`config.mk`:
```
export PLATFORM = sky130hd
export DESIGN_NAME = cks_calc
export DESIGN_NICKNAME = d
export VERILOG_FILES = /design/src/hdl/cks_pkg.sv /design/src/hdl/cks_calc.sv
export SDC_FILE = /design/constraint.sdc
export NUM_CORES = 1
export LEC_CHECK = 0
export ABC_AREA = 1
export BUFFER_PORTS_ARGS = -buffer_cell sky130_fd_sc_hd__buf_2
export CELL_PAD_IN_SITES_DETAIL_PLACEMENT = 1
export CELL_PAD_IN_SITES_GLOBAL_PLACEMENT = 2
export CORE_MARGIN = 1
export CORE_UTILIZATION = 29
export DETAILED_ROUTE_END_ITERATION = 6
export PLACE_DENSITY_LB_ADDON = 0.1
export SLEW_MARGIN = 40
export SYNTH_ARGS = -nofsm -noshare
export SYNTH_HDL_FRONTEND = slang
export SYNTH_SLANG_ARGS = --single-unit
```
`constraint.sdc`:
```
create_clock -name vclk -period 8
set_clock_uncertainty 0.2 [all_clocks]
set_input_delay 1.6 -clock vclk [all_inputs]
set_output_delay 1.6 -clock vclk [all_outputs]
set_load 0.05 [all_outputs]
```
`src/hdl/cks_pkg.sv`:
```
package cks_pkg;

  // frame limits
  localparam int MAX_WIDTH     = 2048;
  localparam int MAX_CHANNELS  = 4;
  localparam int MAX_HEIGHT    = 4096;
  localparam int KERNEL_CENTER = 5;

  // history: two component rows plus a short window of the newest items
  localparam int LINE_DEPTH = MAX_WIDTH * MAX_CHANNELS;
  localparam int WIN_DEPTH  = MAX_CHANNELS + 1;
  localparam int HIST_DEPTH = 2 * LINE_DEPTH + 2 * MAX_CHANNELS + 1;

  // field and register widths
  localparam int PIX_W = 8;
  localparam int FW_W  = 12;
  localparam int FH_W  = 13;
  localparam int CC_W  = 3;

  // derived widths
  localparam int WU_W  = $clog2(MAX_WIDTH + 1);
  localparam int HU_W  = $clog2(MAX_HEIGHT + 1);
  localparam int CU_W  = $clog2(MAX_CHANNELS + 1);
  localparam int LEN_W = $clog2(LINE_DEPTH + MAX_CHANNELS + 1);
  localparam int HA_W  = $clog2(HIST_DEPTH);
  localparam int CNT_W = $clog2(HIST_DEPTH + 1);
  localparam int COL_W = $clog2(LINE_DEPTH);
  localparam int ROW_W = $clog2(MAX_HEIGHT);
  localparam int WI_W  = $clog2(WIN_DEPTH);
  localparam int ACC_W = PIX_W + 4;

  // result queue
  localparam int OF_DEPTH = 4;
  localparam int OF_AW    = $clog2(OF_DEPTH);
  localparam int OF_CW    = $clog2(OF_DEPTH + 1);

  // item kinds
  localparam logic MODE_PIXEL = 1'b0;
  localparam logic MODE_DRAIN = 1'b1;

  // neighbor lookup request, one per result
  typedef struct packed {
    logic             valid;
    logic             border;
    logic             last;
    logic             up_ok;
    logic             left_ok;
    logic             right_ok;
    logic [HA_W-1:0]  up_back;
    logic [HA_W-1:0]  left_back;
    logic [HA_W-1:0]  ctr_back;
    logic [HA_W-1:0]  right_back;
    logic [HA_W-1:0]  wp_post;
    logic [PIX_W-1:0] down_val;
  } cks_req_t;

  // neighbors read from the history, zero where not available
  typedef struct packed {
    logic [PIX_W-1:0] up;
    logic [PIX_W-1:0] left;
    logic [PIX_W-1:0] ctr;
    logic [PIX_W-1:0] right;
  } cks_taps_t;

  // control traveling beside the history read
  typedef struct packed {
    logic             valid;
    logic             border;
    logic             last;
    logic [PIX_W-1:0] down;
  } cks_pipe_t;

  typedef struct packed {
    logic [PIX_W-1:0] value;
    logic             border;
    logic             last;
  } cks_res_t;

endpackage

```
`src/hdl/cks_calc.sv`:
```
module cks_calc (
  input  cks_pkg::cks_taps_t taps,
  input  cks_pkg::cks_pipe_t pipe,
  output cks_pkg::cks_res_t  res
);
  import cks_pkg::*;

  logic [ACC_W-1:0] acc;

  // 5*center minus the four neighbors, two's complement
  assign acc = ACC_W'(KERNEL_CENTER) * ACC_W'(taps.ctr) - ACC_W'(taps.up)
             - ACC_W'(taps.left) - ACC_W'(taps.right) - ACC_W'(pipe.down);

  always_comb begin
    res.border = pipe.border;
    res.last   = pipe.last;
    if (pipe.border || acc[ACC_W-1]) begin
      res.value = '0;
    end else if (acc > ACC_W'(255)) begin
      res.value = PIX_W'(255);
    end else begin
      res.value = PIX_W'(acc);
    end
  end

endmodule

```
; Word level (Yosys, flattened, before mapping)
; Cells that the tools add are included.
[classes]
add_sub_neg = 4
mux = 2
magnitude_cmp = 1
n_reduce_logical = 1
multipliers = 1
[ops]
columns = operator, count
row1 = $sub A12 B8 Y12, 3
row2 = $mux W8, 2
row3 = $gt A12 B8 Y1 const B, 1
row4 = $sub A11 B8 Y12, 1
row5 = $mul A3 B8 Y11 const A, 1
row6 = $logic_or A1 B1 Y1, 1
[totals]
word_cells = 9
regBits = 0
out_inout_bits = 10

; Depth between registers and ports, before layout
[depth]
word_depth = 8
ltp_mapped = 22
mapped_depth_nobuf = 22

; Worst setup path after synthesis
; Ideal clock, no wire load.
[synth_timing]
kind = input port to output port
startpoint = input port taps[7] in the netlist's numbering
endpoint = output port res[2] in the netlist's numbering
setup_slack_ns = 0.954
stages = 20
t_arrival_ns = 5.246
n_path_buf = 0
path_cell_list = inv_1 > fa_1 > inv_1 > fa_1 > inv_1 > fa_1 > inv_1 > fa_1 > inv_1 > ha_1 > nand2_1 > nor2_1 > nand3_2 > nand3_1 > nand2_1 > nand2_4 > nor2_8 > nand3_1 > nand2_1 > inv_1
[synth_rtl]
columns = element, line_no
row1 = from (decl), cks_calc.sv:2  ; input cks_pkg::cks_taps_t taps,
row2 = to (decl), cks_calc.sv:4  ; output cks_pkg::cks_res_t res

==> impl_metrics.env <==
export IMPL_ys_warn_count=0
export IMPL_clock_buffers=0
export IMPL_hold_path_end="res[0]"
export IMPL_post_route_min_period_ns=7.29
export IMPL_leakage_nw=1.40
export IMPL_dieArea_um2=6450
export IMPL_final_core_util_pct=35.6
export IMPL_grt_overflow=0
export IMPL_timing_fmax_mhz=137
export IMPL_hp_start="pipe[8]"
export IMPL_syn_to_final_growth_pct=18.5
export IMPL_port_buffers=50
export IMPL_drive_gt1_share_pct=19.7
export IMPL_synthCells=257
export IMPL_post_place_ws_ns=0.630
export IMPL_syn_area_per_cell_um2=6.92
export IMPL_power_density_nw_per_um2=328
export IMPL_grt_pass1_vias=1557
export IMPL_antenna_found_initial=0
export IMPL_critPathKind="primary input to primary output"
export IMPL_power_net_switching_mw=0.450
export IMPL_arrival_ns=5.49
export IMPL_whs_path_depth=0
export IMPL_run_status="finished, final reports clean"
export IMPL_fin_area_um2=2110
export IMPL_crit_required_ns=6.20
export IMPL_drv_cap=0
export IMPL_gr_usage_all_layers_pct=12.5
export IMPL_startpoint_type="primary input"
export IMPL_synth_cell_type_count=19
export IMPL_seq_power_share_pct=0
export IMPL_worstPathMaxFanout=8
export IMPL_holdBufCountCts=0
export IMPL_grt_pass1_wl_mm=6.57
export IMPL_placed_area_um2=2110
export IMPL_layout_setup_ws_ns=0.708
export IMPL_switching_share_pct=65.1
export IMPL_final_cells=380
export IMPL_nets=403
export IMPL_synth_top_area_share_pct=33.8
export IMPL_drc=0
export IMPL_post_cts_buffers=0
export IMPL_synthTopCellsByArea="fa_1, inv_1, ha_1"
export IMPL_coreArea_um2=5920
export IMPL_p_clk_share_pct=0
export IMPL_cellInternalPower_mw=0.241
export IMPL_die_h_um=80.3
export IMPL_gp_congestion=0.745
export IMPL_route_vias_total=1512
export IMPL_io_pins=53
export IMPL_postCtsResizedCells=0
export IMPL_holdCritPathClass="primary input to primary output"
export IMPL_drv_slew=0
export IMPL_hpwl_mm=3.41
export IMPL_pwr_share_comb_pct=100.0
export IMPL_ant_nets=0
export IMPL_antennaDiodeCount=0
export IMPL_rsz0062_at_grt="false"
export IMPL_synth_seq_area_share_pct=0
export IMPL_synth_nets=353
export IMPL_drt_initial_drc_count=19
export IMPL_worst_slew_pin_slew_ns=0.247
export IMPL_fin_crit_sh_pct=91.1
export IMPL_vias_per_cell=3.98
export IMPL_grt_max_degree=9
export IMPL_tns_ns=0
export IMPL_finalSetupViolations=0
export IMPL_dr_pass1_iters=3
export IMPL_synth_top_area_cell="fa_1"
export IMPL_rows=28
export IMPL_hold_viol=0
export IMPL_slew_headroom_pct=83.6
export IMPL_wl_per_cell_um=8.95
export IMPL_syn_area_um2=1780
export IMPL_fillerInstances=791
export IMPL_start_util_pct=30.1
export IMPL_nFlopsAndLatches=0
export IMPL_seqCellArea_um2=0
export IMPL_peakVddDrop_uv=147
export IMPL_dp_cells=380
export IMPL_wl_mm=3.40
export IMPL_die_w_um=80.3
export IMPL_endpoint_kind="primary output"
[critical path, cell delays in order]
cell and delay, ns:
buf_2 0.07, inv_1 0.04, fa_1 0.52, inv_1 0.05, fa_1 0.54, inv_1 0.06
fa_1 0.52, inv_1 0.05, fa_1 0.49, inv_1 0.04, ha_1 0.35, nand2_1 0.12
nor2_1 0.16, nand3_2 0.10, nand4_2 0.13, nand2_4 0.09, nor2_4 0.17, nand2_1 0.07
inv_1 0.05, buf_2 0.25
[through the flow]
step	hold WS [ns]	total power, mW
3_5_place_dp	3.00	0.712
4_1_cts	3.00	0.714
2_1_floorplan	3.17	0.567
3_3_place_gp	3.00	0.702
6_report	3.00	0.691
5_1_grt	3.00	0.824
[layout make-up]
cell class	count	area, µm²	area share [%]
well taps	75	93.8	4.45
multi-input cells	145	1350	64.1
repair buffers	50	250	11.9
inverters	110	413	19.6
[cells in the final DEF (no fill, tap or decap), types with 4 or more instances in the layout]
| cell | Yosys | final |
|---|---|---|
| xor2_1 | 4 | 4 |
| nand3_1 | 17 | 17 |
| nand2_1 | 45 | 45 |
| a21oi_1 | 6 | 6 |
| nor2_1 | 9 | 9 |
| buf_2 | 0 | 50 |
| ha_1 | 23 | 23 |
| inv_1 | 109 | 109 |
| fa_1 | 30 | 30 |
[worst max path at each step]
stage                     startpoint      to  slack, ns  cells past startpoint
final                        taps[7]  res[8]       0.71                     20
after global routing         taps[7]  res[7]       0.35                     22
after CTS                   taps[22]  res[8]       0.63                     19
after detailed placement     taps[7]  res[8]       0.63                     20
after global placement       taps[7]  res[2]       0.69                     20
after floorplan              taps[7]  res[2]       0.95                     20
[power groups by stage]
stage | registers [mW] | logic (mW) | clock network (mW)
finish | 0 | 0.691 | 0
floorplan | 0 | 0.567 | 0
CTS | 0 | 0.714 | 0
global route | 0 | 0.824 | 0
detailed placement | 0 | 0.712 | 0
global placement | 0 | 0.702 | 0
[layer usage]
metal	wire length [µm]	track usage [%]	part of all wire, %
met5	0	0	0
met4	0	0.179	0
met3	114	0.114	3.4
met2	1730	24.5	51
met1	1550	16.0	46
[logic make-up (layout without fill, tap and decap cells)]
kind of cell               Yosys count  after routing  synth area share, %
and+or+nand+nor                     81             81                 21.9
adders and majority gates           53             53                 49.9
buffers and inverters              112            160                 24.1
AOI/OAI and AO/OA                    6              6                 1.69
xor gates and xnor gates             5              5                 2.46
[synthesized netlist by cell type, types with 2 or more instances]
cell type	n
ha_1	23
nand2_2	2
nor2_1	9
xor2_1	4
a21oi_1	6
fa_1	30
buf_4	2
inv_1	109
nand2_1	45
nor2_4	2
nand3_1	17
(Power assumes the default switching activity.)
