**config.mk**
```make
export PLATFORM = sky130hd
export DESIGN_NAME = cks_ofifo
export DESIGN_NICKNAME = d
export VERILOG_FILES = /design/src/hdl/cks_pkg.sv /design/src/hdl/cks_ofifo.sv
export SDC_FILE = /design/constraint.sdc
export NUM_CORES = 1
export LEC_CHECK = 0
export BUFFER_PORTS_ARGS = -buffer_cell sky130_fd_sc_hd__buf_2
export CORE_MARGIN = 2
export CORE_UTILIZATION = 40
export DETAILED_ROUTE_END_ITERATION = 8
export SYNTH_ARGS = -nofsm -noshare
export SYNTH_HDL_FRONTEND = slang
export SYNTH_SLANG_ARGS = --single-unit
```
**constraint.sdc**
```tcl
create_clock -name clk -period 2.3 [get_ports clk]
set_input_delay 0.23 -clock clk [delete_from_list [all_inputs] [get_ports clk]]
set_output_delay 0.23 -clock clk [all_outputs]
set_load 0.02 [all_outputs]
```
**src/hdl/cks_pkg.sv**
```systemverilog
package cks_pkg;

  // frame limits
  localparam int MAX_WIDTH     = 2048;
  localparam int MAX_CHANNELS  = 4;
  localparam int MAX_HEIGHT    = 4096;
  localparam int KERNEL_CENTER = 5;

  // history: two component rows plus a short window of the newest items
  localparam int LINE_DEPTH = MAX_WIDTH * MAX_CHANNELS;
  localparam int WIN_DEPTH  = MAX_CHANNELS + 1;
  localparam int HIST_DEPTH = 2 * LINE_DEPTH + 2 * MAX_CHANNELS + 1;

  // field and register widths
  localparam int PIX_W = 8;
  localparam int FW_W  = 12;
  localparam int FH_W  = 13;
  localparam int CC_W  = 3;

  // derived widths
  localparam int WU_W  = $clog2(MAX_WIDTH + 1);
  localparam int HU_W  = $clog2(MAX_HEIGHT + 1);
  localparam int CU_W  = $clog2(MAX_CHANNELS + 1);
  localparam int LEN_W = $clog2(LINE_DEPTH + MAX_CHANNELS + 1);
  localparam int HA_W  = $clog2(HIST_DEPTH);
  localparam int CNT_W = $clog2(HIST_DEPTH + 1);
  localparam int COL_W = $clog2(LINE_DEPTH);
  localparam int ROW_W = $clog2(MAX_HEIGHT);
  localparam int WI_W  = $clog2(WIN_DEPTH);
  localparam int ACC_W = PIX_W + 4;

  // result queue
  localparam int OF_DEPTH = 4;
  localparam int OF_AW    = $clog2(OF_DEPTH);
  localparam int OF_CW    = $clog2(OF_DEPTH + 1);

  // item kinds
  localparam logic MODE_PIXEL = 1'b0;
  localparam logic MODE_DRAIN = 1'b1;

  // neighbor lookup request, one per result
  typedef struct packed {
    logic             valid;
    logic             border;
    logic             last;
    logic             up_ok;
    logic             left_ok;
    logic             right_ok;
    logic [HA_W-1:0]  up_back;
    logic [HA_W-1:0]  left_back;
    logic [HA_W-1:0]  ctr_back;
    logic [HA_W-1:0]  right_back;
    logic [HA_W-1:0]  wp_post;
    logic [PIX_W-1:0] down_val;
  } cks_req_t;

  // neighbors read from the history, zero where not available
  typedef struct packed {
    logic [PIX_W-1:0] up;
    logic [PIX_W-1:0] left;
    logic [PIX_W-1:0] ctr;
    logic [PIX_W-1:0] right;
  } cks_taps_t;

  // control traveling beside the history read
  typedef struct packed {
    logic             valid;
    logic             border;
    logic             last;
    logic [PIX_W-1:0] down;
  } cks_pipe_t;

  typedef struct packed {
    logic [PIX_W-1:0] value;
    logic             border;
    logic             last;
  } cks_res_t;

endpackage

```
**src/hdl/cks_ofifo.sv**
```systemverilog
module cks_ofifo (
  input  logic                      clk,
  input  logic                      rst_n,
  input  logic                      wr_en,
  input  cks_pkg::cks_res_t         wr_data,
  input  logic                      rd_en,
  output logic                      rd_valid,
  output cks_pkg::cks_res_t         rd_data,
  output logic [cks_pkg::OF_CW-1:0] count
);
  import cks_pkg::*;

  cks_res_t         slot_r [OF_DEPTH];
  logic [OF_AW-1:0] wr_ptr_r, rd_ptr_r;
  logic [OF_CW-1:0] cnt_r;

  always_ff @(posedge clk) begin
    if (!rst_n) begin
      wr_ptr_r <= '0;
      rd_ptr_r <= '0;
      cnt_r    <= '0;
    end else begin
      if (wr_en) wr_ptr_r <= wr_ptr_r + OF_AW'(1);
      if (rd_en) rd_ptr_r <= rd_ptr_r + OF_AW'(1);
      cnt_r <= cnt_r + OF_CW'(wr_en) - OF_CW'(rd_en);
    end
  end

  always_ff @(posedge clk) begin
    if (wr_en) slot_r[wr_ptr_r] <= wr_data;
  end

  assign rd_valid = cnt_r != '0;
  assign rd_data  = slot_r[rd_ptr_r];
  assign count    = cnt_r;

endmodule

```
* After elaboration in Yosys (flattened, before gate mapping)
Memory sizes are Yosys's and may differ from the RTL's. A register that Yosys moved wholly into a read port is not among the register bits.
Cells that the tools add are included.
** Word-level totals
- Bits in registers :: 7
- Latch bits :: 0
- RAM bits :: 40
- Bits in read-only memories :: 0
- Input bits :: 14
- Output and inout bits :: 14
- Word-level logic and storage cells :: 13
- Memories kept :: 1
** Memory list
- slot_r :: words 4, bits a word 10, rd ports 1, clocked after Yosys merged registers in 1, wr ports 1, RTL line cks_ofifo.sv:13 : cks_res_t slot_r [OF_DEPTH];
** Operators by class
- $add $sub $neg :: 4
- Multiply operators :: 0
- Divide/modulo/power cells :: 0
- Order comparisons :: 0
- Eq/ne operators :: 0
- Shifts and indexed selects :: 0
- Multiplexer cells :: 4
- Bitwise logic cells :: 0
- Reductions and logical operators :: 1
** Operators by type and width (number)
- 2-bit by 1-bit adder with 2-bit output, second input constant :: 2
- 2-bit 2-to-1 mux :: 2
- 3-bit by 1-bit adder with 3-bit output :: 1
- 3-bit nonzero test :: 1
- 3-bit by 1-bit subtractor with 3-bit output :: 1
- 1-bit 2-to-1 mux :: 2

* Depth between registers and ports, before layout
Gate-level depths: netlist (run 1).
- Depth in word-level cells :: 3
- Mapped depth :: 7
- Gate-level depth less buffers :: 7

* Least setup slack after synthesis (run 1)
Ideal clock, no wire load.
- Path type :: register to register
- Start :: register cnt_r[0] (netlist: count[0])
- End :: register cnt_r[2] (netlist: count[2])
- Setup time :: 0.064 ns
- Arrival time :: 1.755 ns
- Data required time :: 2.236 ns
- Slack :: 0.481 ns
- Stages on the path, launching flop included :: 8
- Buffers on the path :: 0
- Period minus slack after synthesis :: 1.819 ns
- Cell sequence :: dfxtp_1 inv_1 ha_1 inv_1 ha_1 fa_1 xor3_1 nor2_1
** Between the ends
- Cells in the longest elaborated chain, start to end :: 2
** RTL lines
- start: declaration :: RTL line cks_ofifo.sv:15 : logic [OF_CW-1:0] cnt_r;
- start signal: assignment :: RTL line cks_ofifo.sv:25 : cnt_r <= cnt_r + OF_CW'(wr_en) - OF_CW'(rd_en);
- 3-bit by 1-bit adder with 3-bit output :: RTL line cks_ofifo.sv:25
- 3-bit by 1-bit subtractor with 3-bit output :: RTL line cks_ofifo.sv:25
Every way passes these cells.
A chain may end at the register's enable or synchronous reset.

==> metrics.txt, run 1 <==
status complete, no violations; Max Freq 522 MHz; num rows 24; Worst Slack Setup Final 0.386 ns; Post-DRT Antenna Nets 0; final setup TNS 0 ns; Crit path max-delay family multiplexers; Post-Synth Adder-Cell Area slightly above 5%; Max FO, Critical Path 7; Synth warnings 0; LEAKAGE slightly above 0.0008 µW; post-CTS setup buffer count 0; syn avg cell area 20.0 µm²; first-pass GRT wire length 4710 µm; initial antenna violation count 0; cts hold-fix bufs 0; critical path's largest stage delay slightly above 0.5 ns; DRC viols 0; chip width a little over 70 µm; register area share after synthesis 73.5%; clock period minus worst slack about 1.9 ns; CORE AREA ~0.0044 mm²; vias per std cell roughly 4.9; RSZ-0062 raised after global routing false; Ports 28; startpoint types register; port bufs 27; mux cell area share after synthesis between 10% and 20%; post-route clock period utilization 83.2%; Critical Path End Type output pin; Vias about 880; maximum root-to-sink buffer count 2; Buf+Inv Stages, Crit Path 2; H-tree lvl count 2; fin. max-slew vios 0; Slew headroom around 63%; Hold Vio Cnt, Final 0; Seq cells post-synth 49; Cell Pwr Density 895 mW/mm²; slowest CP cell mux4_2; CTS Root Cell clkbuf_8; drt first pass iters 3; Routed WL per cell 15.9 µm; count of cell types in the netlist 17; MaxCap Viol Count 0; Clock Latency Late Sink 0.29 ns; synthesized area 0.00188 mm²; post_cts resized 0; Die Span Y 72.6 µm; CP required 2.07 ns; final setup vio count 0; Reg clk slew, reported paths around 0.090 ns; share of post-route cells with drive strength above 1 ~36%; Placer Congestion around 0.70; VDD IR-drop max 0.000319 V; critical path type reg -> out; Synth Area in Simple Gates 3.73%; final hold slack 0.151 ns; total die area 0.00527 mm²; CTS Buf Count 5; crit path cell chain buf_4 -> mux4_2 -> buf_2; routed wire length roughly 2900 µm; clk_skew ~0.0062 ns; vias in the first global route approximately 960; fin nets 148; pin count of the biggest net entering global routing 15; ANT cells 0; Synth Area in Compound Gates 0.798%; gr usage total 12.6%; TritonCTS clock tree done; grt total ovfl 0; cells after synthesis 94; Sink Count 49; area added between synthesis and finish 16.4%; Worst Hold Class in -> reg; main combinational cell family by area after synthesis multiplexers; post-synthesis xor/xnor area fraction approximately 2.2%; First DRT Iteration DRCs 39; arrival time worst endpoint around 1.7 ns; Slew @ Worst Pin 0.555 ns; Setup WS pre-CTS approximately 0.55 ns; Starting Density 42.3%; syn_nets 115
report_power, final:
part           internal (µW)  switching, µW
clock                    354            260
sequential              1020           32.0
combinational            137            156
total                   1510            448
per-stage QoR:
stage	utilization, %	std cells	area, µm²	power, µW
floorplan	-	94	1880	1270
global placement	46.6	172	2070	1360
detailed placement	46.6	172	2070	1370
CTS	49.2	180	2190	1980
global route	49.2	180	2190	2050
finish	49.2	180	2190	1960
registers in the layout, indices dropped and copies added (netlist names), named ones only:
signal and cells:
count 3, rd_ptr_r 2, slot_r 40, wr_ptr_r 2
logic make-up (layout without fill, tap and decap cells):
kind of cell / Yosys count / in the layout
flip-flops: 49 / 49
AND/OR/NAND/NOR: 13 / 13
multiplexers: 11 / 11
buffers and inverters: 9 / 43
adder cells (fa/ha/maj): 7 / 7
XOR/XNOR: 3 / 3
AO/OA/AOI/OAI: 2 / 2
area by class of cell:
cell class,instances,area [µm²]
clock buffers,7,86.3
clock inverters,1,30.0
fillers,380,2260
inverters,7,26.3
multi-input cells,36,457
flip-flops and latches,49,1380
well taps,52,65.1
repair buffers,28,143
cell usage after synthesis:
master    instances  area, µm²
nor2_1            5       18.8
fa_1              1       20.0
buf_6             1       11.3
ha_1              6       75.1
edfxtp_1         40       1200
xnor2_1           2       17.5
mux2i_1           1       10.0
nand3b_1          1       7.51
xor3_1            1       23.8
and2_1            6       37.5
a21oi_1           1       5.00
dfxtp_1           9        180
a21bo_2           1       10.0
clkbuf_2          1       5.00
or3_1             1       6.26
mux4_2           10        225
inv_1             7       26.3
worst paths after layout:
kind	depth (start not counted)	slack, ns	endpoint	start
min	1	0.15	slot_r[0][5]	wr_data[5]
min reg2reg	2	0.56	wr_ptr_r[1]	wr_ptr_r[1]
max	3	0.39	rd_data[7]	register
max reg2reg	7	0.54	count[2]	count[0]
metal layers:
metal  part of all wire [%]  routed length, µm  global-route usage, %  vias to the layer above
li1                       -                  -                      -                      422
met3                    4.4                126                   5.14                        5
met5                      0                  0                      0                        -
met1                     44               1250                   14.9                      435
met2                     50               1440                   20.5                       17
met4                    1.8                 51                   4.94                        0
layout by cell type (no fill, tap or decap), types with 2 or more instances in the layout:
master,count
nor2_1,5
ha_1,6
mux4_2,10
clkbuf_8,6
xnor2_1,2
dfxtp_1,9
and2_1,6
buf_2,27
edfxtp_1,40
inv_1,7
No activity file was read; power rests on OpenSTA's default activity.
==> inputs of run 2 (changes only) <==
==> constraint.sdc (replaced) <==
create_clock -name clk -period 1.6 [get_ports clk]
set_input_delay 0.16 -clock clk [delete_from_list [all_inputs] [get_ports clk]]
set_output_delay 0.16 -clock clk [all_outputs]
set_load 0.02 [all_outputs]
==> run 2 against run 1 <==
  * Largest cell class unchanged
  * Die area unchanged
  * Worst setup slack worse by 0.40 ns
  * Critical endpoint is now rd_data[0]
  * First-iteration DRC count down 38%
  * Design area up 4.7%
  * The flow now finishes with violations (setup timing)
  * Hold slack worse by 0.069 ns
  * Wire length up 4.1%
==> metrics.txt, run 2 (synthesis results as in run 1) <==
crit path cell chain buf_8 -> mux4_2 -> buf_6 (was buf_4 -> mux4_2 -> buf_2); Worst Hold Class in -> reg (unchanged); vias in the first global route 989 (was 961); final hold slack 0.0817 ns (was 0.151 ns); Slew @ Worst Pin 0.240 ns (was 0.555 ns); H-tree lvl count 2 (unchanged); CTS Root Cell clkbuf_8 (unchanged); area added between synthesis and finish 21.9% (was 16.4%); Post-DRT Antenna Nets 0 (unchanged); placed cells 178 (was 172); Vias 932 (was 879); CTS Buf Count 5 (unchanged); chip width 72.6 µm (unchanged); clock period minus worst slack 1.61 ns; Max Freq 620 MHz; status finished, violations left (was complete, no violations); failing checks setup timing; First DRT Iteration DRCs 24 (was 39); Switching Share 24.0% (was 22.9%); clk_skew 0.00307 ns (was 0.00625 ns); arrival time worst endpoint 1.45 ns (was 1.68 ns); ANT cells 0 (unchanged); Seq pwr share 56.3% (was 53.6%); Placer Congestion 0.632 (was 0.703); MaxCap Viol Count 0 (unchanged); Hold Vio Cnt, Final 0 (unchanged); Cell Pwr Density 1170 mW/mm² (was 895 mW/mm²); final setup vio count 3 (was 0); CP required 1.44 ns (was 2.07 ns); post-CTS setup buffer count 0 (unchanged); DRC viols 0 (unchanged); slowest CP cell mux4_2 (unchanged); VDD IR-drop max 0.000436 V (was 0.000319 V); fill count 371 (was 380); critical path type reg -> out (unchanged); Largest register FFs 40 (unchanged); Die Span Y 72.6 µm (unchanged); Critical Path End Type output pin (unchanged); Routed WL per cell 16.1 µm (was 15.9 µm); drt first pass iters 4 (was 3); RSZ-0062 raised after global routing true (was false); startpoint types register (unchanged); routed wire length 2980 µm (was 2860 µm); CORE AREA 0.00444 mm² (unchanged); most common cell after layout, fill and taps aside edfxtp_1 (unchanged); fin nets 154 (was 148); maximum root-to-sink buffer count 2 (unchanged); commonest cells after routing, fill and taps aside edfxtp_1 (40), buf_2 (17), buf_6 (11) (was edfxtp_1 (40), buf_2 (27), mux4_2 (10)); fin cells 185 (was 180); port bufs 27 (unchanged); num rows 24 (unchanged); critical path's largest stage delay 0.52 ns (was 0.51 ns); total die area 0.00527 mm² (unchanged); pin count of the biggest net entering global routing 14 (was 15); share of post-route cells with drive strength above 1 42.9% (was 35.9%); Slew headroom 83.9% (was 63.0%); Crit path max-delay family multiplexers (unchanged); Most flops, register slot_r (unchanged); TritonCTS clock tree done (unchanged); Reg clk slew, reported paths 0.08 ns (was 0.09 ns); vias per std cell 5.04 (was 4.88); Clk network pwr share 24.0% (was 31.4%); grt total ovfl 0 (unchanged); Sink Count 49 (unchanged); Starting Density 42.3% (unchanged); first-pass GRT wire length 4770 µm (was 4710 µm); LEAKAGE 0.000841 µW (was 0.000808 µW); Ports 28 (unchanged); Net Sw Power 642 µW (was 448 µW); initial antenna violation count 0 (unchanged); Max FO, Critical Path 6 (was 7); Worst Slack Setup Final -0.0127 ns (was 0.386 ns); Comb power frac 19.7% (was 15.0%); final setup TNS -0.0225 ns (was 0 ns); Clock Latency Late Sink 0.29 ns (about the same); gr usage total 12.6% (about the same); fin. max-slew vios 0 (unchanged); Int Power 2030 µW (was 1510 µW); DPL Wire Length slightly above 2000 µm; post-route clock period utilization 101%; Buf+Inv Stages, Crit Path 2 (unchanged)
-- run 2: stage by stage --
step | util, % | instance area [µm²] | worst slack [ns] | total power (µW)
after floorplan | - | 1890 | 0.0389 | 1840
after global placement | 47.8 | 2130 | 0.0800 | 1970
after detailed placement | 47.8 | 2130 | 0.0159 | 2000
after CTS | 51.2 | 2280 | -0.0370 | 2700
after global routing | 51.6 | 2290 | -0.0737 | 2800
final | 51.6 | 2290 | -0.0127 | 2670
-- run 2: power groups by stage --
stage / logic, µW / registers (µW) / clock network, µW
floorplan: 286 / 1550 / 0
global placement: 446 / 1520 / 0
detailed placement: 466 / 1530 / 0
CTS: 525 / 1500 / 673
global route: 574 / 1510 / 716
finish: 528 / 1500 / 641
-- run 2: worst paths after layout --
check | slack [ns] | cells after the start | startpoint | endpoint
worst max register to register | 0.06 | 6 | count[0] | count[1]
worst min register to register | 0.54 | 2 | rd_ptr_r[0] | rd_ptr_r[1]
worst max-delay path | -0.01 | 3 | register | rd_data[0]
worst min-delay path | 0.08 | 1 | wr_data[0] | slot_r[0][0]
-- run 2: final cells by class --
type	instances	area [µm²]	share of cell area, %
clock buffer	6	72.6	3.17
inverter	7	26.3	1.15
multi-input combinational	36	477	20.8
sequential	49	1390	60.5
tap	52	65.1	2.84
clock inverter	1	3.75	0.164
timing repair buffer	34	262	11.4
-- run 2: routing by layer --
layer | share of wire (%) | global-route usage, % | vias up
met2 | 52 | 21.3 | 21
met1 | 40 | 14.1 | 473
met4 | 2.1 | 5.35 | 0
li1 | - | - | 430
met3 | 5.0 | 5.00 | 8
met5 | 0 | 0 | -
-- run 2: what timing repair did --
action | 4_1_cts | 5_1_grt
gates cloned | 0 | 0
setup endpoints to repair | 10 | 12
pin swaps | 0 | 3
gates resized for setup | 24 | 3
hold buffers | 0 | 0
-- run 2: worst register-to-register path, stage by stage (launching register included) --
cell     delay (ns)
dfxtp_4        0.36
inv_2          0.05
ha_4           0.25
inv_1          0.04
ha_2           0.17
fa_2           0.51
and2_4         0.12
