`src/hdl/cks_pkg.sv`:
```
package cks_pkg;

  // frame limits
  localparam int MAX_WIDTH     = 2048;
  localparam int MAX_CHANNELS  = 4;
  localparam int MAX_HEIGHT    = 4096;
  localparam int KERNEL_CENTER = 5;

  // history: two component rows plus a short window of the newest items
  localparam int LINE_DEPTH = MAX_WIDTH * MAX_CHANNELS;
  localparam int WIN_DEPTH  = MAX_CHANNELS + 1;
  localparam int HIST_DEPTH = 2 * LINE_DEPTH + 2 * MAX_CHANNELS + 1;

  // field and register widths
  localparam int PIX_W = 8;
  localparam int FW_W  = 12;
  localparam int FH_W  = 13;
  localparam int CC_W  = 3;

  // derived widths
  localparam int WU_W  = $clog2(MAX_WIDTH + 1);
  localparam int HU_W  = $clog2(MAX_HEIGHT + 1);
  localparam int CU_W  = $clog2(MAX_CHANNELS + 1);
  localparam int LEN_W = $clog2(LINE_DEPTH + MAX_CHANNELS + 1);
  localparam int HA_W  = $clog2(HIST_DEPTH);
  localparam int CNT_W = $clog2(HIST_DEPTH + 1);
  localparam int COL_W = $clog2(LINE_DEPTH);
  localparam int ROW_W = $clog2(MAX_HEIGHT);
  localparam int WI_W  = $clog2(WIN_DEPTH);
  localparam int ACC_W = PIX_W + 4;

  // result queue
  localparam int OF_DEPTH = 4;
  localparam int OF_AW    = $clog2(OF_DEPTH);
  localparam int OF_CW    = $clog2(OF_DEPTH + 1);

  // item kinds
  localparam logic MODE_PIXEL = 1'b0;
  localparam logic MODE_DRAIN = 1'b1;

  // neighbor lookup request, one per result
  typedef struct packed {
    logic             valid;
    logic             border;
    logic             last;
    logic             up_ok;
    logic             left_ok;
    logic             right_ok;
    logic [HA_W-1:0]  up_back;
    logic [HA_W-1:0]  left_back;
    logic [HA_W-1:0]  ctr_back;
    logic [HA_W-1:0]  right_back;
    logic [HA_W-1:0]  wp_post;
    logic [PIX_W-1:0] down_val;
  } cks_req_t;

  // neighbors read from the history, zero where not available
  typedef struct packed {
    logic [PIX_W-1:0] up;
    logic [PIX_W-1:0] left;
    logic [PIX_W-1:0] ctr;
    logic [PIX_W-1:0] right;
  } cks_taps_t;

  // control traveling beside the history read
  typedef struct packed {
    logic             valid;
    logic             border;
    logic             last;
    logic [PIX_W-1:0] down;
  } cks_pipe_t;

  typedef struct packed {
    logic [PIX_W-1:0] value;
    logic             border;
    logic             last;
  } cks_res_t;

endpackage

```
`src/hdl/cks_ctrl.sv`:
```
module cks_ctrl (
  input  logic                      clk,
  input  logic                      rst_n,
  input  logic [cks_pkg::FW_W-1:0]  frame_width,
  input  logic [cks_pkg::FH_W-1:0]  frame_height,
  input  logic [cks_pkg::CC_W-1:0]  channel_count,
  input  logic                      accept,
  input  logic                      mode,
  input  logic [cks_pkg::PIX_W-1:0] component,
  output logic                      wr_en,
  output logic [cks_pkg::HA_W-1:0]  wr_addr,
  output logic [cks_pkg::PIX_W-1:0] wr_data,
  output cks_pkg::cks_req_t         req_r
);
  import cks_pkg::*;

  logic [WU_W-1:0]  w_use;
  logic [HU_W-1:0]  h_use;
  logic [CU_W-1:0]  c_use;
  logic [LEN_W-1:0] len;
  logic [LEN_W-1:0] lag;

  logic [HA_W-1:0]  wp_r, wp_nxt;
  logic [CNT_W-1:0] pend_r, pend_nxt;
  logic [COL_W-1:0] col_r, col_nxt;
  logic [ROW_W-1:0] row_r, row_nxt;
  logic [PIX_W-1:0] wnd_r [WIN_DEPTH];
  logic [PIX_W-1:0] wnd_nxt [WIN_DEPTH];

  logic             is_pix, is_drain, produce;
  logic [CNT_W-1:0] pend_inc, pend_base, k;
  logic [CNT_W:0]   up_b, left_b;
  logic [CNT_W-1:0] right_b, down_b;
  logic             down_ok;
  logic [COL_W:0]   col_inc, col_far;
  logic [ROW_W:0]   row_inc;
  logic             col_wrap, row_wrap, border, last;

  // used sizes, saturated to the supported range
  always_comb begin
    if (frame_width < FW_W'(3))          w_use = WU_W'(3);
    else if (32'(frame_width) > MAX_WIDTH) w_use = WU_W'(MAX_WIDTH);
    else                                 w_use = WU_W'(frame_width);
    if (frame_height < FH_W'(3))           h_use = HU_W'(3);
    else if (32'(frame_height) > MAX_HEIGHT) h_use = HU_W'(MAX_HEIGHT);
    else                                   h_use = HU_W'(frame_height);
    if (channel_count == '0)                   c_use = CU_W'(1);
    else if (32'(channel_count) > MAX_CHANNELS) c_use = CU_W'(MAX_CHANNELS);
    else                                       c_use = CU_W'(channel_count);
  end

  assign len = LEN_W'(w_use) * LEN_W'(c_use);
  assign lag = len + LEN_W'(c_use);

  // pending count and result decision
  assign is_pix   = accept && (mode == MODE_PIXEL);
  assign is_drain = accept && (mode == MODE_DRAIN);
  assign pend_inc = (pend_r < CNT_W'(HIST_DEPTH)) ? pend_r + CNT_W'(1) : pend_r;
  assign pend_base = is_pix ? pend_inc : pend_r;
  assign produce  = is_pix ? (pend_inc > CNT_W'(lag)) : (is_drain && (pend_r != '0));
  assign k        = pend_base - CNT_W'(1);
  assign pend_nxt = produce ? k : pend_base;

  // history write pointer
  assign wr_en   = is_pix;
  assign wr_addr = wp_r;
  assign wr_data = component;
  always_comb begin
    wp_nxt = wp_r;
    if (is_pix) begin
      wp_nxt = (wp_r == HA_W'(HIST_DEPTH - 1)) ? '0 : wp_r + HA_W'(1);
    end
  end

  // newest items, shifted on component transfers
  always_comb begin
    wnd_nxt[0] = is_pix ? component : wnd_r[0];
    for (int i = 1; i < WIN_DEPTH; i++) begin
      wnd_nxt[i] = is_pix ? wnd_r[i-1] : wnd_r[i];
    end
  end

  // neighbor distances back from the newest item
  assign up_b    = {1'b0, k} + (CNT_W+1)'(len);
  assign left_b  = {1'b0, k} + (CNT_W+1)'(c_use);
  assign right_b = k - CNT_W'(c_use);
  assign down_b  = k - CNT_W'(len);
  assign down_ok = (k >= CNT_W'(len)) && (down_b < CNT_W'(WIN_DEPTH));

  // output position
  assign col_inc  = {1'b0, col_r} + (COL_W+1)'(1);
  assign col_far  = {1'b0, col_r} + (COL_W+1)'(c_use);
  assign row_inc  = {1'b0, row_r} + (ROW_W+1)'(1);
  assign col_wrap = 32'(col_inc) >= 32'(len);
  assign row_wrap = 32'(row_inc) >= 32'(h_use);
  assign border   = (row_r == '0) || row_wrap ||
                    (32'(col_r) < 32'(c_use)) || (32'(col_far) >= 32'(len));
  assign last     = col_wrap && row_wrap;

  always_comb begin
    col_nxt = col_r;
    row_nxt = row_r;
    if (produce) begin
      if (col_wrap) begin
        col_nxt = '0;
        row_nxt = row_wrap ? '0 : ROW_W'(row_inc);
      end else begin
        col_nxt = COL_W'(col_inc);
      end
    end
  end

  always_ff @(posedge clk) begin
    if (!rst_n) begin
      wp_r        <= '0;
      pend_r      <= '0;
      col_r       <= '0;
      row_r       <= '0;
      req_r.valid <= 1'b0;
      for (int i = 0; i < WIN_DEPTH; i++) wnd_r[i] <= '0;
    end else begin
      wp_r        <= wp_nxt;
      pend_r      <= pend_nxt;
      col_r       <= col_nxt;
      row_r       <= row_nxt;
      req_r.valid <= produce;
      for (int i = 0; i < WIN_DEPTH; i++) wnd_r[i] <= wnd_nxt[i];
    end
    req_r.border     <= border;
    req_r.last       <= last;
    req_r.up_ok      <= up_b < (CNT_W+1)'(HIST_DEPTH);
    req_r.left_ok    <= left_b < (CNT_W+1)'(HIST_DEPTH);
    req_r.right_ok   <= k >= CNT_W'(c_use);
    req_r.up_back    <= HA_W'(up_b);
    req_r.left_back  <= HA_W'(left_b);
    req_r.ctr_back   <= HA_W'(k);
    req_r.right_back <= HA_W'(right_b);
    req_r.wp_post    <= wp_nxt;
    req_r.down_val   <= down_ok ? wnd_nxt[WI_W'(down_b)] : '0;
  end

endmodule

```
`config.mk`:
```
export PLATFORM = sky130hd
export DESIGN_NAME = cks_ctrl
export DESIGN_NICKNAME = d
export VERILOG_FILES = /design/src/hdl/cks_pkg.sv /design/src/hdl/cks_ctrl.sv
export SDC_FILE = /design/constraint.sdc
export NUM_CORES = 1
export LEC_CHECK = 0
export BUFFER_PORTS_ARGS = -buffer_cell sky130_fd_sc_hd__buf_2
export CAP_MARGIN = 20
export CORE_MARGIN = 5
export CORE_UTILIZATION = 29
export CTS_CLUSTER_DIAMETER = 30
export DETAILED_ROUTE_END_ITERATION = 7
export HOLD_SLACK_MARGIN = 0.05
export RECOVER_POWER = 25
export SLEW_MARGIN = 20
export SYNTH_ARGS = -nofsm -noshare
export SYNTH_HDL_FRONTEND = slang
export SYNTH_SLANG_ARGS = --single-unit
```
`constraint.sdc`:
```
create_clock -name clk -period 6.7 [get_ports clk]
set_input_delay 1.34 -clock clk [delete_from_list [all_inputs] [get_ports clk]]
set_output_delay 1.34 -clock clk [all_outputs]
set_load 0.005 [all_outputs]
```
After elaboration in Yosys (flattened, before gate mapping)
Memories as Yosys holds them, arrays and structs flattened.
Cells that the tools add are included.
- bits in registers: 144
- RAM bits: 40
- input bits: 40
- output and inout bits: 113
- logic and storage cells: 95
- memories kept: 1
- memory list (memory ; words ; width ; rd ports ; clocked after memory_dff ; write ports ; RTL line ; RTL):
    wnd_r ; 5 ; 8 ; 5 ; 0 ; 5 ; cks_ctrl.sv:27 ; logic [PIX_W-1:0] wnd_r [WIN_DEPTH];
- add/sub/neg operators: 11
- multiply operators: 1
- magnitude comparators: 17
- equal/unequal tests: 1
- multiplexer cells: 29
- bitwise gates (word level): 7
- reductions and logical operators: 12
- operators by type and width (operator ; count):
    8-bit two-way mux ; 12
    15-bit two-way mux ; 5
    13-bit two-way mux ; 3
    12-bit two-way mux ; 3
    16-bit by 15-bit less-than comparator with 1-bit output (second input constant) ; 2
    15-bit by 1-bit adder with 15-bit output (second input constant) ; 2
    14-bit >= comparator ; 2
    8-bit binary-select mux with 3-bit select ; 1
    15-bit by 14-bit adder with 16-bit output ; 1
    15-bit by 3-bit adder with 16-bit output ; 1
    15-bit == test (second input constant) ; 1
    15-bit by 14-bit >= comparator with 1-bit output ; 1
    15-bit by 3-bit >= comparator with 1-bit output ; 1
    15-bit by 14-bit greater-than comparator with 1-bit output ; 1
    15-bit less-than comparator (second input constant) ; 1
    15-bit by 3-bit less-than comparator with 1-bit output (second input constant) ; 1
    15-bit nonzero test ; 1
    15-bit by 1-bit subtractor with 15-bit output (second input constant) ; 1
    15-bit by 14-bit subtractor with 15-bit output ; 1
    15-bit by 3-bit subtractor with 15-bit output ; 1
    13-bit by 1-bit adder with 14-bit output (second input constant) ; 1
    13-bit by 3-bit adder with 14-bit output ; 1
    14-bit by 3-bit adder with 14-bit output ; 1
    12-bit by 3-bit multiplier with 14-bit output ; 1
    other kinds (19) ; 32

Depth between registers and ports, before layout
- depth after elaboration: 9
- depth in mapped cells: 31
- gate-level depth less buffers: 29

Worst setup path before layout
Ideal clock, no wire load.
- path type: input port to flip-flop
- start: in frame_width[6] (netlist name)
- end: reg pend_r[13]
- library setup time: 0.065 ns
- data arrival time: 7.168 ns
- data required time: 6.635 ns
- path slack: -0.533 ns
- cell stages on the path: 28
- path buffers: 3
- cell sequence: nor4_1 > nand3_1 > o31a_1 > nor2b_1 > clkbuf_1 > nand2_1 > fa_1 > inv_1 > ha_1 > fa_1 > a21o_1 > a21oi_1 > xnor2_1 > inv_1 > nor4_1 > nand3_1 > nor3_1 > xnor2_1 > ha_1 > and3_1 > nand3_1 > nor3_1 > a41oi_1 > a21oi_1 > clkbuf_1 > buf_1 > mux2_2 > nor2_1
- longest elaborated chain between the ends: 8
- elaborated cells on any way between the ends: 9
- those cells by class: 1 x add/sub; 1 x mul; 3 x order compare; 4 x mux
- RTL lines (what ; RTL line ; RTL):
    start: declaration ; cks_ctrl.sv:4 ; input logic [cks_pkg::FW_W-1:0] frame_width,
    12-bit greater-than comparator ; cks_ctrl.sv:42 ; else if (32'(frame_width) > MAX_WIDTH) w_use = WU_W'(MAX_WIDTH);
    12-bit two-way mux ; cks_ctrl.sv:42 ;
    12-bit two-way mux (*) ; cks_ctrl.sv:41 ; if (frame_width < FW_W'(3)) w_use = WU_W'(3);
    12-bit by 3-bit multiplier with 14-bit output (*) ; cks_ctrl.sv:52 ; assign len = LEN_W'(w_use) * LEN_W'(c_use);
    14-bit by 3-bit adder with 14-bit output (*) ; cks_ctrl.sv:53 ; assign lag = len + LEN_W'(c_use);
    15-bit by 14-bit greater-than comparator with 1-bit output (*) ; cks_ctrl.sv:60 ; assign produce = is_pix ? (pend_inc > CNT_W'(lag)) : (is_drain && (pend_r != '0));
    1-bit two-way mux (*) ; cks_ctrl.sv:60 ;
    15-bit two-way mux (*) ; cks_ctrl.sv:62 ; assign pend_nxt = produce ? k : pend_base;
    end signal: assignment ; cks_ctrl.sv:123 ; pend_r <= pend_nxt;
    end: declaration ; cks_ctrl.sv:24 ; logic [CNT_W-1:0] pend_r, pend_nxt;
Mark *: on every way between the ends. The rest lies on a longest branch, timed or not.
A chain may end at the register's enable or synchronous reset.

Worst setup path after layout
- start: in frame_width[6] (netlist name)
- end: reg pend_r[3]
Same word-level chain as after synthesis.

==> impl_metrics.csv <==
group,metric,value,unit
timing,post-route-min-period,6470,ps
timing,setup_viol,0,
logic_synthesis,synthArstFlopShare,0,%
logic_synthesis,synth_top_area_share,29.6,%
logic_synthesis,yosysSeqAreaShare,29.6,%
detailed_routing,wl,35700,µm
cts,cts_buffer_depth,2,
layout,fin_cells,2220,
worst_setup_path,worstSetupPathDepth,30,
detailed_routing,drtIter0Drc,611,
placement,port_buffers,152,
layout,area_growth,24.2,%
power,p_per_area,524,nW/µm²
cts,ctsHoldBuffers,0,
min_path,min_from,"wnd_r[0][32]",
placement,gp_congestion,0.932,
timing,rsz0062_at_grt,"yes",
worst_setup_path,crit_path_start,"frame_width[6]",
floorplan,rows,75,
cts,clock_latency,470,ps
layout,final_cell_mix,"dfxtp_1, buf_4, nor2_1, buf_2, ha_1",
placement,dp_hpwl,27600,µm
timing,slew-limit-headroom,33.7,%
worst_setup_path,crit_required,7020,ps
worst_setup_path,crit_family,"compound AO/OA/AOI/OAI gates",
logic_synthesis,yosys_most_used_dff,"dfxtp_1",
logic_synthesis,yosysTopAreaCell,"dfxtp_1",
timing,skew,18.5,ps
timing,hold_viol,0,
global_route,antenna_found_initial,2,
worst_setup_path,reg2reg_from,"pend_r[6]",
floorplan,dieArea,46900,µm²
layout,layout_commonest_cell,"dfxtp_1",
global_route,grt_start_max_net_pins,58,
worst_setup_path,crit_path_frequent_cell,"nand3_2",
floorplan,initial_core_util,29.4,%
power,power.internal,4240,µW
power,seq_power_share,19.2,%
timing,fin_ws,231,ps
worst_setup_path,path_buf_inv,6,
detailed_routing,drc,0,
detailed_routing,antenna_left,0,
power,pwr-share-comb,67.6,%
detailed_routing,viasPerCell,4.84,
min_path,hp-class,"flip-flop to flip-flop",
logic_synthesis,synthAdderAreaFrac,14.4,%
timing,fmax,0.155,GHz
logic_synthesis,synth_edf_count,0,
global_route,grt_pass1_wl,55900,µm
global_route,grt_usage,14.8,%
layout,num-fill-cells,4313,
logic_synthesis,synth_nets,1602,
timing,worst_pin_slew,985,ps
worst_setup_path,cp_max_fo,7,
logic_synthesis,synth_top_family_by_area,"simple AND/OR/NAND/NOR gates",
floorplan,io_pins,153,
job,maxCapViolCount,0,
placement,post-place-ws,-595,ps
worst_setup_path,end_kind,"flip-flop",
worst_setup_path,r2r_cells,24,
power,p_leak,0.00680,µW
cts,htreeDepth,4,
power,p_clk_share,13.2,%
detailed_routing,vias,10700,
logic_synthesis,ys_types,81,
logic_synthesis,synth_xor_area_share,11.4,%
power,p_sw,3810,µW
min_path,hold_depth,2,
global_route,grt_pass1_vias,10300,
timing,whs,498,ps
floorplan,die_w,216,µm
timing,slew_violations,0,
logic_synthesis,synth-compound-area-share,13.2,%
power,netSwitchingFraction,47.3,%
logic_synthesis,synthTopCellsByArea,"dfxtp_1, ha_1, xnor2_1, nor2_1, mux2i_1",
worst_setup_path,worst-setup-path-type,"input pin to flip-flop",
logic_synthesis,yosys.area_share.simple,20.6,%
timing,finalCritPeriodShare,96.5,%
cts,cts.clk_slew.worst_paths,70,ps
logic_synthesis,netlist_instances,1431,
power,vdd_drop_max,245,µV
logic_synthesis,synthesis.area,12400,µm²
run_status,status,"complete, no violations",
logic_synthesis,synth_mux_area_share,5.37,%
placement,place_inst,2171,
cts,cts_inserted_buffers,17,
cts,cts.sinks,183,
global_route,grt_overflow,0,
logic_synthesis,yosys_register_bits,183,
detailed_routing,dr.pass1.iters,5,
worst_setup_path,critical_path.slowest_cell,"fa_1",
detailed_routing,wire_per_inst,16.1,µm
floorplan,fp.dieH,216,µm
layout,drive_gt1_share,21.9,%
layout,layout.nets,1836,
worst_setup_path,startpoint_type,"input pin",
cts,cts-root-buf,"clkbuf_16",
power,p_total,8040,µW
floorplan,coreArea,42000,µm²
cts,cts_tree,"built",
logic_synthesis,ys_warn_count,0,
worst_setup_path,cp_data_arrival_time,6790,ps
logic_synthesis,avgSynthCellArea,8.64,µm²
worst_setup_path,max_stage_delay,480,ps
-- logic make-up after synthesis --
kind of cell / Yosys count
AND/OR/NAND/NOR: 503
buffers and inverters: 162
XOR/XNOR: 154
flip-flops: 183
multiplexers: 56
adder cells (fa/ha/maj): 132
AO/OA/AOI/OAI: 241
-- per-stage QoR --
stage | instance area (µm²) | setup TNS [ps] | utilization, %
2_1_floorplan | 12400 | -173 | -
5_1_grt | 15400 | -874 | 36.5
4_1_cts | 15000 | 0 | 35.8
3_3_place_gp | 14400 | -16080 | 34.3
6_report | 15400 | 0 | 36.5
3_5_place_dp | 14400 | -23150 | 34.3
-- registers in the layout, summed over array words and instances, names as in the netlist --
signal,cells
req_r,88
wnd_r,40
pend_r,15
wr_addr,15
col_r,13
row_r,12
-- worst paths after layout --
| check | endpoint | slack [ps] |
|---|---|---|
| min | wnd_r[0][32] | 500 |
| min reg2reg | wnd_r[0][32] | 500 |
| max reg2reg | req_r[0] | 600 |
| max | pend_r[3] | 230 |
-- area by class of cell --
cell class                 count  area (µm²)  share of cell area [%]
clock inverter                13         170                    1.11
antenna                        3        7.51                  0.0489
sequential                   183        3660                    23.8
multi-input combinational   1086        8320                    54.2
tap                          539         674                    4.39
inverter                      91         342                    2.22
timing repair buffer         286        1750                    11.4
clock buffer                  19         433                    2.82
-- synth_stat cells, drive strengths merged (5+ instances only) --
master	n
dfxtp	183
nor2	128
ha	114
nand2	105
xnor2	102
inv	90
nand3	65
a21oi	62
xor2	52
mux2i	45
o21ai	43
and2	39
clkbuf	38
nor3	38
buf	33
and3	23
nand4	23
a21o	18
nor4	18
o21bai	18
fa	17
nor2b	15
o22ai	15
nand2b	14
o21a	13
a21boi	11
or3	9
a31oi	8
mux4	8
o31a	8
or4	7
a22o	6
or2	5
-- metal layers --
layer / track usage (%) / vias up / share of wire [%]
met5: 0 / - / 0
met4: 4.73 / 0 / 2.1
met3: 3.45 / 39 / 5.1
met2: 22.7 / 237 / 45
met1: 20.7 / 5018 / 48
li1: - / 5442 / -
-- timing repair --
| item | in CTS | in global routing |
|---|---|---|
| setup buffers | 0 | 13 |
| pin swaps | 1 | 25 |
| hold endpoints to repair | 0 | 0 |
| endpoints found under the setup margin | 18 | 51 |
| resized for setup | 4 | 59 |
| cloned | 0 | 1 |
-- power by group through the flow --
stage	clock [µW]	sequential (µW)	combinational [µW]
after CTS	1090	1540	5370
final	1060	1540	5440
after global placement	0	1560	5250
after global routing	1140	1580	5950
after floorplan	0	1490	3490
after detailed placement	0	1560	5310
-- worst reg2reg max path, stage by stage, from the launching register on --
cell	delay, ps
dfxtp_1	470
or4_1	620
o41a_1	420
buf_4	210
nor2_2	160
buf_4	180
mux2i_1	230
ha_1	290
o21ai_0	240
a21boi_4	420
inv_1	210
ha_1	350
buf_4	150
o21bai_1	230
a21oi_1	140
o21bai_1	150
a21oi_1	130
o31ai_1	230
a22oi_1	100
o21ai_1	180
mux2i_1	100
buf_4	140
a2111oi_4	360
buf_6	200
and2_1	120
No activity file was read; power rests on OpenSTA's default activity.
